===== config.mk =====
export PLATFORM = sky130hd
export DESIGN_NAME = radix_digit_converter_top
export DESIGN_NICKNAME = d
export VERILOG_FILES = /design/src/sv/rdc_pkg.sv /design/src/sv/rdc_ctrl.sv /design/src/sv/rdc_dp.sv /design/src/sv/radix_digit_converter_top.sv
export VERILOG_INCLUDE_DIRS = /design/src /design/src/sv
export SDC_FILE = /design/constraint.sdc
export NUM_CORES = 1
export LEC_CHECK = 0
export ABC_AREA = 1
export BUFFER_PORTS_ARGS = -buffer_cell sky130_fd_sc_hd__buf_2
export CAP_MARGIN = 10
export CORE_MARGIN = 3
export CORE_UTILIZATION = 50
export DETAILED_ROUTE_END_ITERATION = 8
export GPL_ROUTABILITY_DRIVEN = 0
export PLACE_DENSITY = 0.77
export SLEW_MARGIN = 25
export SYNTH_ARGS = -nofsm -noshare
export SYNTH_HDL_FRONTEND = slang
export SYNTH_SLANG_ARGS = --single-unit

===== constraint.sdc =====
create_clock -name clk -period 26.2 [get_ports clk]
set_input_delay 5.24 -clock clk [delete_from_list [all_inputs] [get_ports clk]]
set_output_delay 5.24 -clock clk [all_outputs]
set_load 0.01 [all_outputs]

===== src/sv/radix_digit_converter_top_assert.svh =====
// ---------------------------------------------------------------------------
// radix_digit_converter_top_assert.svh
// Assertion macros shared by the radix digit converter modules.
// ---------------------------------------------------------------------------
`ifndef RADIX_DIGIT_CONVERTER_TOP_ASSERT_SVH
`define RADIX_DIGIT_CONVERTER_TOP_ASSERT_SVH

// same-cycle implication, checked at every rising clk edge outside reset
`define RDC_AST_IMP(label, ante, cons) \
	label: assert property (@(posedge clk) disable iff (!arst_n) (ante) |-> (cons)) \
		else $error("rdc assertion failed");

// next-cycle implication
`define RDC_AST_NXT(label, ante, cons) \
	label: assert property (@(posedge clk) disable iff (!arst_n) (ante) |=> (cons)) \
		else $error("rdc assertion failed");

`endif


===== src/sv/rdc_pkg.sv =====
// ---------------------------------------------------------------------------
// rdc_pkg
// Sizes, state encoding and controller/datapath interface types.
// ---------------------------------------------------------------------------
`timescale 1ns / 1ps

package rdc_pkg;

	localparam int VALUE_BITS = 31;
	localparam int MAX_DIGITS = 31;
	localparam int RADIX_W    = 5;
	localparam int DIGIT_W    = 4;
	localparam int CHUNK_BITS = 8;
	localparam int DIV_STEPS  = (VALUE_BITS + CHUNK_BITS - 1) / CHUNK_BITS;
	localparam int PAD_BITS   = DIV_STEPS * CHUNK_BITS;
	localparam int CNT_W      = $clog2(MAX_DIGITS + 1);
	localparam int STEP_W     = (DIV_STEPS > 1) ? $clog2(DIV_STEPS) : 1;

	typedef enum logic [1:0] {
		ST_IDLE,
		ST_DIV,
		ST_EMIT
	} state_t;

	typedef struct packed {
		logic load;
		logic step;
		logic pop;
	} cmd_t;

	typedef struct packed {
		logic step_end;
		logic quot_zero;
		logic one_left;
	} sts_t;

endpackage


===== src/sv/rdc_ctrl.sv =====
// ---------------------------------------------------------------------------
// rdc_ctrl
// Sequencer: load, repeated division one chunk per cycle, digit emission.
// ---------------------------------------------------------------------------
`timescale 1ns / 1ps
`include "radix_digit_converter_top_assert.svh"

module rdc_ctrl import rdc_pkg::*; (
	input  logic clk,
	input  logic arst_n,
	input  logic in_valid,
	output logic in_ready,
	output logic out_valid,
	input  logic out_ready,
	input  sts_t sts,
	output cmd_t cmd
);

	state_t state_q, state_d;

	always_ff @(posedge clk or negedge arst_n) begin
		if (!arst_n) begin
			state_q <= ST_IDLE;
		end else begin
			state_q <= state_d;
		end
	end

	always_comb begin
		state_d = state_q;
		case (state_q)
			ST_IDLE: begin
				if (in_valid) state_d = ST_DIV;
			end
			ST_DIV: begin
				if (sts.step_end && sts.quot_zero) state_d = ST_EMIT;
			end
			ST_EMIT: begin
				if (out_ready && sts.one_left) state_d = ST_IDLE;
			end
			default: state_d = ST_IDLE;
		endcase
	end

	always_comb begin
		in_ready  = 1'b0;
		out_valid = 1'b0;
		cmd       = '0;
		case (state_q)
			ST_IDLE: begin
				in_ready = 1'b1;
				cmd.load = in_valid;
			end
			ST_DIV: begin
				cmd.step = 1'b1;
			end
			ST_EMIT: begin
				out_valid = 1'b1;
				cmd.pop   = out_ready;
			end
			default: begin
				in_ready = 1'b0;
			end
		endcase
	end

	`RDC_AST_IMP(a_no_overlap, in_ready, !out_valid)
	`RDC_AST_NXT(a_in_to_div, in_valid && in_ready, state_q == ST_DIV)
	`RDC_AST_NXT(a_last_to_idle, out_valid && out_ready && sts.one_left, in_ready)
	`RDC_AST_IMP(a_emit_has_digit, out_valid, !cmd.step)

endmodule


===== src/sv/rdc_dp.sv =====
// ---------------------------------------------------------------------------
// rdc_dp
// Datapath: chunked restoring division by the radix and a digit stack.
// ---------------------------------------------------------------------------
`timescale 1ns / 1ps
`include "radix_digit_converter_top_assert.svh"

module rdc_dp import rdc_pkg::*; (
	input  logic                  clk,
	input  logic                  arst_n,
	input  logic [VALUE_BITS-1:0] value,
	input  logic [RADIX_W-1:0]    radix,
	input  cmd_t                  cmd,
	output sts_t                  sts,
	output logic [DIGIT_W-1:0]    digit,
	output logic                  last
);

	logic [PAD_BITS-1:0]   work_q, work_d;
	logic [RADIX_W-1:0]    radix_q;
	logic [DIGIT_W-1:0]    rem_q, rem_d;
	logic [STEP_W-1:0]     step_q;
	logic [CNT_W-1:0]      cnt_q;
	logic [DIGIT_W-1:0]    stk_q [MAX_DIGITS];
	logic [CHUNK_BITS-1:0] qbits;
	logic [RADIX_W-1:0]    rad_clamp;

	always_comb begin
		if (radix < RADIX_W'(2)) rad_clamp = RADIX_W'(2);
		else if (radix > RADIX_W'(16)) rad_clamp = RADIX_W'(16);
		else rad_clamp = radix;
	end

	always_comb begin
		logic [RADIX_W-1:0] t;
		logic [DIGIT_W-1:0] r;
		r = rem_q;
		qbits = '0;
		for (int i = 0; i < CHUNK_BITS; i++) begin
			t = {r, work_q[PAD_BITS-1-i]};
			if (t >= radix_q) begin
				qbits[CHUNK_BITS-1-i] = 1'b1;
				t = t - radix_q;
			end
			r = t[DIGIT_W-1:0];
		end
		rem_d  = r;
		work_d = (work_q << CHUNK_BITS) | PAD_BITS'(qbits);
	end

	assign sts.step_end  = (step_q == STEP_W'(DIV_STEPS - 1));
	assign sts.quot_zero = (work_d == '0);
	assign sts.one_left  = (cnt_q == CNT_W'(1));

	always_ff @(posedge clk) begin
		if (cmd.load) begin
			work_q  <= PAD_BITS'(value);
			radix_q <= rad_clamp;
			rem_q   <= '0;
		end else if (cmd.step) begin
			work_q <= work_d;
			rem_q  <= sts.step_end ? '0 : rem_d;
		end
	end

	always_ff @(posedge clk or negedge arst_n) begin
		if (!arst_n) begin
			step_q <= '0;
			cnt_q  <= '0;
		end else if (cmd.load) begin
			step_q <= '0;
			cnt_q  <= '0;
		end else if (cmd.step) begin
			step_q <= sts.step_end ? '0 : step_q + STEP_W'(1);
			if (sts.step_end && cnt_q < CNT_W'(MAX_DIGITS)) cnt_q <= cnt_q + CNT_W'(1);
		end else if (cmd.pop) begin
			cnt_q <= cnt_q - CNT_W'(1);
		end
	end

	// push: newest at the top, older digits move down; pop moves them back up
	always_ff @(posedge clk) begin
		if (cmd.step && sts.step_end && cnt_q < CNT_W'(MAX_DIGITS)) begin
			for (int i = 0; i < MAX_DIGITS - 1; i++) stk_q[i] <= stk_q[i+1];
			stk_q[MAX_DIGITS-1] <= rem_d;
		end else if (cmd.pop) begin
			for (int i = 0; i < MAX_DIGITS - 1; i++) stk_q[i+1] <= stk_q[i];
		end
	end

	assign digit = stk_q[MAX_DIGITS-1];
	assign last  = sts.one_left;

	`RDC_AST_IMP(a_cnt_bound, 1'b1, cnt_q <= CNT_W'(MAX_DIGITS))
	`RDC_AST_IMP(a_pop_nonempty, cmd.pop, cnt_q != '0)
	`RDC_AST_NXT(a_load_clears, cmd.load, cnt_q == '0 && step_q == '0)

endmodule


===== src/sv/radix_digit_converter_top.sv =====
// ---------------------------------------------------------------------------
// radix_digit_converter_top
// Integer to radix 2..16 digits by repeated division, MSD first.
//
// channel  dir  handshake            payload
// in       in   in_valid/in_ready    value[30:0], radix[4:0]
// out      out  out_valid/out_ready  digit[3:0], last
//
// Per item: one load, then N divider passes and N output transfers,
// N = digit count (1..31); each pass takes 8 quotient bits per cycle
// over the padded 32-bit value. Output transfers can be stalled.
// One item at a time; in_ready is high only while idle.
// Reset clears the sequencer and counters; the digit stack needs none.
// ---------------------------------------------------------------------------
`timescale 1ns / 1ps

module radix_digit_converter_top import rdc_pkg::*; (
	input  logic                  clk,
	input  logic                  arst_n,
	input  logic                  in_valid,
	output logic                  in_ready,
	input  logic [VALUE_BITS-1:0] value,
	input  logic [RADIX_W-1:0]    radix,
	output logic                  out_valid,
	input  logic                  out_ready,
	output logic [DIGIT_W-1:0]    digit,
	output logic                  last
);

	cmd_t cmd;
	sts_t sts;

	rdc_ctrl u_ctrl (
		.clk       (clk),
		.arst_n    (arst_n),
		.in_valid  (in_valid),
		.in_ready  (in_ready),
		.out_valid (out_valid),
		.out_ready (out_ready),
		.sts       (sts),
		.cmd       (cmd)
	);

	rdc_dp u_dp (
		.clk    (clk),
		.arst_n (arst_n),
		.value  (value),
		.radix  (radix),
		.cmd    (cmd),
		.sts    (sts),
		.digit  (digit),
		.last   (last)
	);

endmodule


# Word level (Yosys, flattened, before mapping)
# Memories as Yosys holds them, arrays and structs flattened.
# Index checks and enable logic that the tools add are counted.
dict set report word_totals {
  reg_bits 50
  mem_bits_rw 124
  input_bits 40
  output_inout_bits 7
  wordCells 153
  mem_count 1
}
dict set report classes {
  addsub 11
  n_lt_le_gt_ge 11
  n_eq_ne 8
  muxes 71
  bitwise 31
  reduce_logical 12
}
# memory words word_bits rd rd_clocked_by_memory_dff write_ports line_no
set mem_list {}
lappend mem_list {u_dp.stk_q 31 4 31 0 31 rdc_dp.sv:24} ;# logic [DIGIT_W-1:0] stk_q [MAX_DIGITS];
# operator n
set ops {}
lappend ops {{$mux 4} 39}
lappend ops {{$mux 31} 2}
lappend ops {{$ge 5x5->1} 8}
lappend ops {{$logic_not 32->1} 1}
lappend ops {{$or 32x8->32} 1}
lappend ops {{$sub 4x4->4} 8}
lappend ops {{$or 1x1->1} 30}
lappend ops {{$mux 5} 5}
lappend ops {{$mux 1} 18}
lappend ops {{$mux 2} 6}
lappend ops {{$pmux 2 s3} 1}
lappend ops {{$add 5x1->5 const B} 1}
lappend ops {{$eq 5x1->1 const B} 1}
lappend ops {{$gt 5x5->1 const B} 1}
lappend ops {{$logic_and 1x1->1} 5}
lappend ops {{$lt 5x2->1 const B} 1}
lappend ops {{$lt 5x5->1 const B} 1}
lappend ops {{$sub 5x1->5 const B} 1}
lappend ops {{$eq 2x2->1 const B} 2}
lappend ops {{$ne 2x1->1 const B} 2}
lappend ops {{$ne 3x3->1 const B} 1}
lappend ops {{$reduce_and 3->1} 1}
lappend ops {{$reduce_bool 3->1} 1}
lappend ops {{$add 2x1->2 const B} 1}
lappend ops {{other kinds (6)} 6}

# Logic depth before layout (Yosys ltp)
dict set report depth {
  ltp_word 21
  depth_mapped 76
}

# By module
# Synthesis repeated with hierarchy kept, for this count alone.
dict set report hier_totals {
  cells_unflattened 1001
  hier_area_um2 9618.0
}
# mod n_inst cells_per_inst area_each_um2 seq_area_each_um2
set by_module_without_submodules {}
lappend by_module_without_submodules {rdc_dp 1 983 9494.1 5079.9}
lappend by_module_without_submodules {rdc_ctrl 1 18 123.9 50.0}

# Worst setup path after synthesis
# Ideal clock, no wire load.
dict set report synth_path {
  kind {register to register}
  start {register u_dp.radix_q[1]}
  end {memory u_dp.stk_q[30][1] (netlist: u_dp.stk_q[7][9]), data pin}
  setup_time_ns 0.253
  t_arrival_ns 8.798
  setup_slack_ns 17.149
  path_stages_with_launch 63
  period_less_slack_ns 9.051
  path_cell_list {edfxtp_1 inv_1 ha_1 nand2_1 o21ai_2 nor2_4 nand2_1 nand2_1 ha_1 a21o_1 nand2_1 nand2_1 nor2_4 inv_2 o21ai_1 inv_1 ha_1 nand2_1 [... 27 more ...] nand2_1 inv_1 ha_1 a21o_1 nand2_1 nand2_1 nor2_4 nand3_1 and2_1 ha_1 a21o_1 nand3_1 nand2_1 nor2_4 inv_1 or2_1 nand3_1 nand2_1}
}
# item line_no
set synth_lines {}
lappend synth_lines {{from (decl)} rdc_dp.sv:20} ;# logic [RADIX_W-1:0] radix_q;
lappend synth_lines {{from (signal assigned)} rdc_dp.sv:58} ;# radix_q <= rad_clamp;
lappend synth_lines {{to (decl)} rdc_dp.sv:24}

==> impl_metrics.toml <==
[outcome]
status = "finished clean"

[yosys]
synth_area_leaders = "edfxtp_1, nand2_1, o21ai_0, ha_1, inv_1"
yosysTopAreaCell = "edfxtp_1"
ys.flop_type = "edfxtp_1"
synth_edf_count = 160
synth-seq-cells = 174
yosysMostFrequentCell = "nand2_1"
synth_common_cells = "nand2_1, edfxtp_1, o21ai_0"
syn_nets = 1102
syn_area_mm2 = 0.00936
yosysTopAreaCellShare = 0.514
synthArstFlopShare = 0.0517
synth_seq_area_share = 0.548
synthDistinctLibCells = 38
ys_warn_count = 0
synthCells = 1010
synth_area_per_cell_um2 = 9.26

[sta]
finalSetupViolations = 0
finalSetupTns_ns = 0
timing.fmax_mhz = 97.9
relSlewSlack = 0.359
tightest_slew_ns = 0.960
slew_violations = 0
final_hold_viol_count = 0
fin_crit_sh = 0.390
rsz0062_at_grt = "no"
min_period_ns = 10.21
clock_skew_ns = 0.00904

[die]
rows = 49
die-area_mm2 = 0.0204
ios = 47
die_y_um = 143
die_w_um = 143
coreArea_mm2 = 0.0181
initial_core_util = 0.516

[clock_network]
cts_tree = "yes"
cts_buffers = 17
post-cts-setup-buffer-count = 0
cts-root-buf = "clkbuf_16"
ctsHoldBuffers = 0
cts_max_level = 4
clkTransAtPathRegs_ns = 0.07
cts_resized = 0
clkLatencyLatePin_ns = 0.42
cts.sinks = 174
cts_buffer_depth = 2

[global_route]
grt.overflow.total = 0
antenna_found_initial = 0
grt_pass1_vias = 6638
grt_max_degree = 91
grt_use_total = 0.188
grt_pass1_wl_mm = 30.7

[setup_path]
critPathMaxFanout = 10
r2r_start = "u_dp.radix_q[1]"
startpoint = "u_dp.radix_q[1]"
critical-path-slowest-cell = "edfxtp_1"
crit_arrival_ns = 10.39
path_class = "register to register"
critPathLaunchType = "register"
critPathTopFamily = "simple AND/OR/NAND/NOR gates"
max_stage_delay_ns = 0.62
required_ns = 26.38
r2r_slack_ns = 15.99
end_kind = "register"
crit_top_cell = "nand2_1"
cp_num_buf_inv = 9

[placed_design]
port_buffers = 46
dp_hpwl_mm = 12.5

[cells_and_area]
fill_cells = 1551
nNetsFinal = 1133
drive_above_1_share = 0.106
syn_to_final_growth_pct = 10.2

[drt]
first_pass_iters = 5
wl_per_cell_um = 14.2
drt_iter0_markers = 528
vias = 6721
ant_nets = 0
vias_per_cell = 5.23
wl_mm = 18.2
drc = 0

[min_path]
hold_path.class = "register to register"
holdCritStartpoint = "u_dp.stk_q[0][6]"

[job]
drv_cap = 0
## worst register-to-register path: cells and delay by family (launching register included)
kind	cells	cell delay, ns
simple gates	37	4.10
fa+ha+maj	8	2.53
compound gates	9	1.68
buf+inv	9	1.04
flops	1	0.62
## cells in the final DEF (no fill, tap or decap), types with 5 or more instances in the layout
master,synthesis,routed
o21ai_2,5,5
nor2_1,32,32
nand3_1,28,28
dfrtp_1,9,9
xor2_1,11,11
nor2_4,6,6
inv_2,6,7
clkbuf_16,0,17
edfxtp_1,160,160
nand2_1,352,350
a21oi_1,7,7
dfxtp_1,5,5
ha_1,44,44
o21ai_0,121,121
inv_1,119,118
buf_2,11,46
a21o_1,7,7
o21ai_1,16,16
xnor2_1,6,6
fa_1,8,8
## routing by layer
layer,share of wire,global-route usage
met5,0,0
met4,0.025,0.0705
met3,0.060,0.0432
met2,0.46,0.292
met1,0.45,0.259
## registers in the layout, indices dropped and copies added, names as in the netlist
signal,cells
u_dp.work_q,32
u_dp.cnt_q,5
u_dp.step_q,2
u_dp.stk_q,124
u_ctrl.state_q,2
u_dp.rem_q,4
u_dp.radix_q,5
## per-stage QoR
| step | util | setup slack (ns) | instance area [um2] | std cells | hold slack (ns) |
|---|---|---|---|---|---|
| floorplan | - | 17.15 | 9360 | 1010 | 0.427 |
| detailed placement | 0.535 | 16.01 | 9710 | 1251 | 0.438 |
| global route | 0.568 | 15.00 | 10300 | 1283 | 0.474 |
| global placement | 0.535 | 16.46 | 9710 | 1251 | 0.434 |
| CTS | 0.568 | 16.01 | 10300 | 1283 | 0.459 |
| finish | 0.568 | 15.99 | 10300 | 1284 | 0.454 |
## cell families after synthesis
| family | Yosys count | share of synthesized area |
|---|---|---|
| and+or+nand+nor | 443 | 0.197 |
| AOI/OAI and AO/OA | 161 | 0.0911 |
| xor gates and xnor gates | 17 | 0.0159 |
| DFF | 174 | 0.548 |
| adders and majority gates | 52 | 0.0760 |
| buffers and inverters | 163 | 0.0718 |
## area by class of cell
class | count | area (um2) | area share
Clock inverter | 12 | 148 | 0.0143
Multi-Input combinational cell | 673 | 3560 | 0.346
Inverter | 126 | 473 | 0.0459
Antenna cell | 1 | 2.50 | 0.000243
Tap cell | 229 | 287 | 0.0278
Clock buffer | 20 | 447 | 0.0433
Sequential cell | 174 | 5130 | 0.498
Timing Repair Buffer | 49 | 256 | 0.0249
## final timing paths
path | endpoint | cells past startpoint
min | u_dp.stk_q[0][2] | 0
max in group asynchronous | u_dp.cnt_q[0] | 1
max | u_dp.stk_q[7][9] | 63
max reg2reg | u_dp.stk_q[7][9] | 63
min reg2reg | u_dp.stk_q[0][2] | 0
min in group asynchronous | u_ctrl.state_q[1] | 1
Power is not shown: default switching activity piles up to over one toggle a cycle in this logic, so the estimate is an artifact.
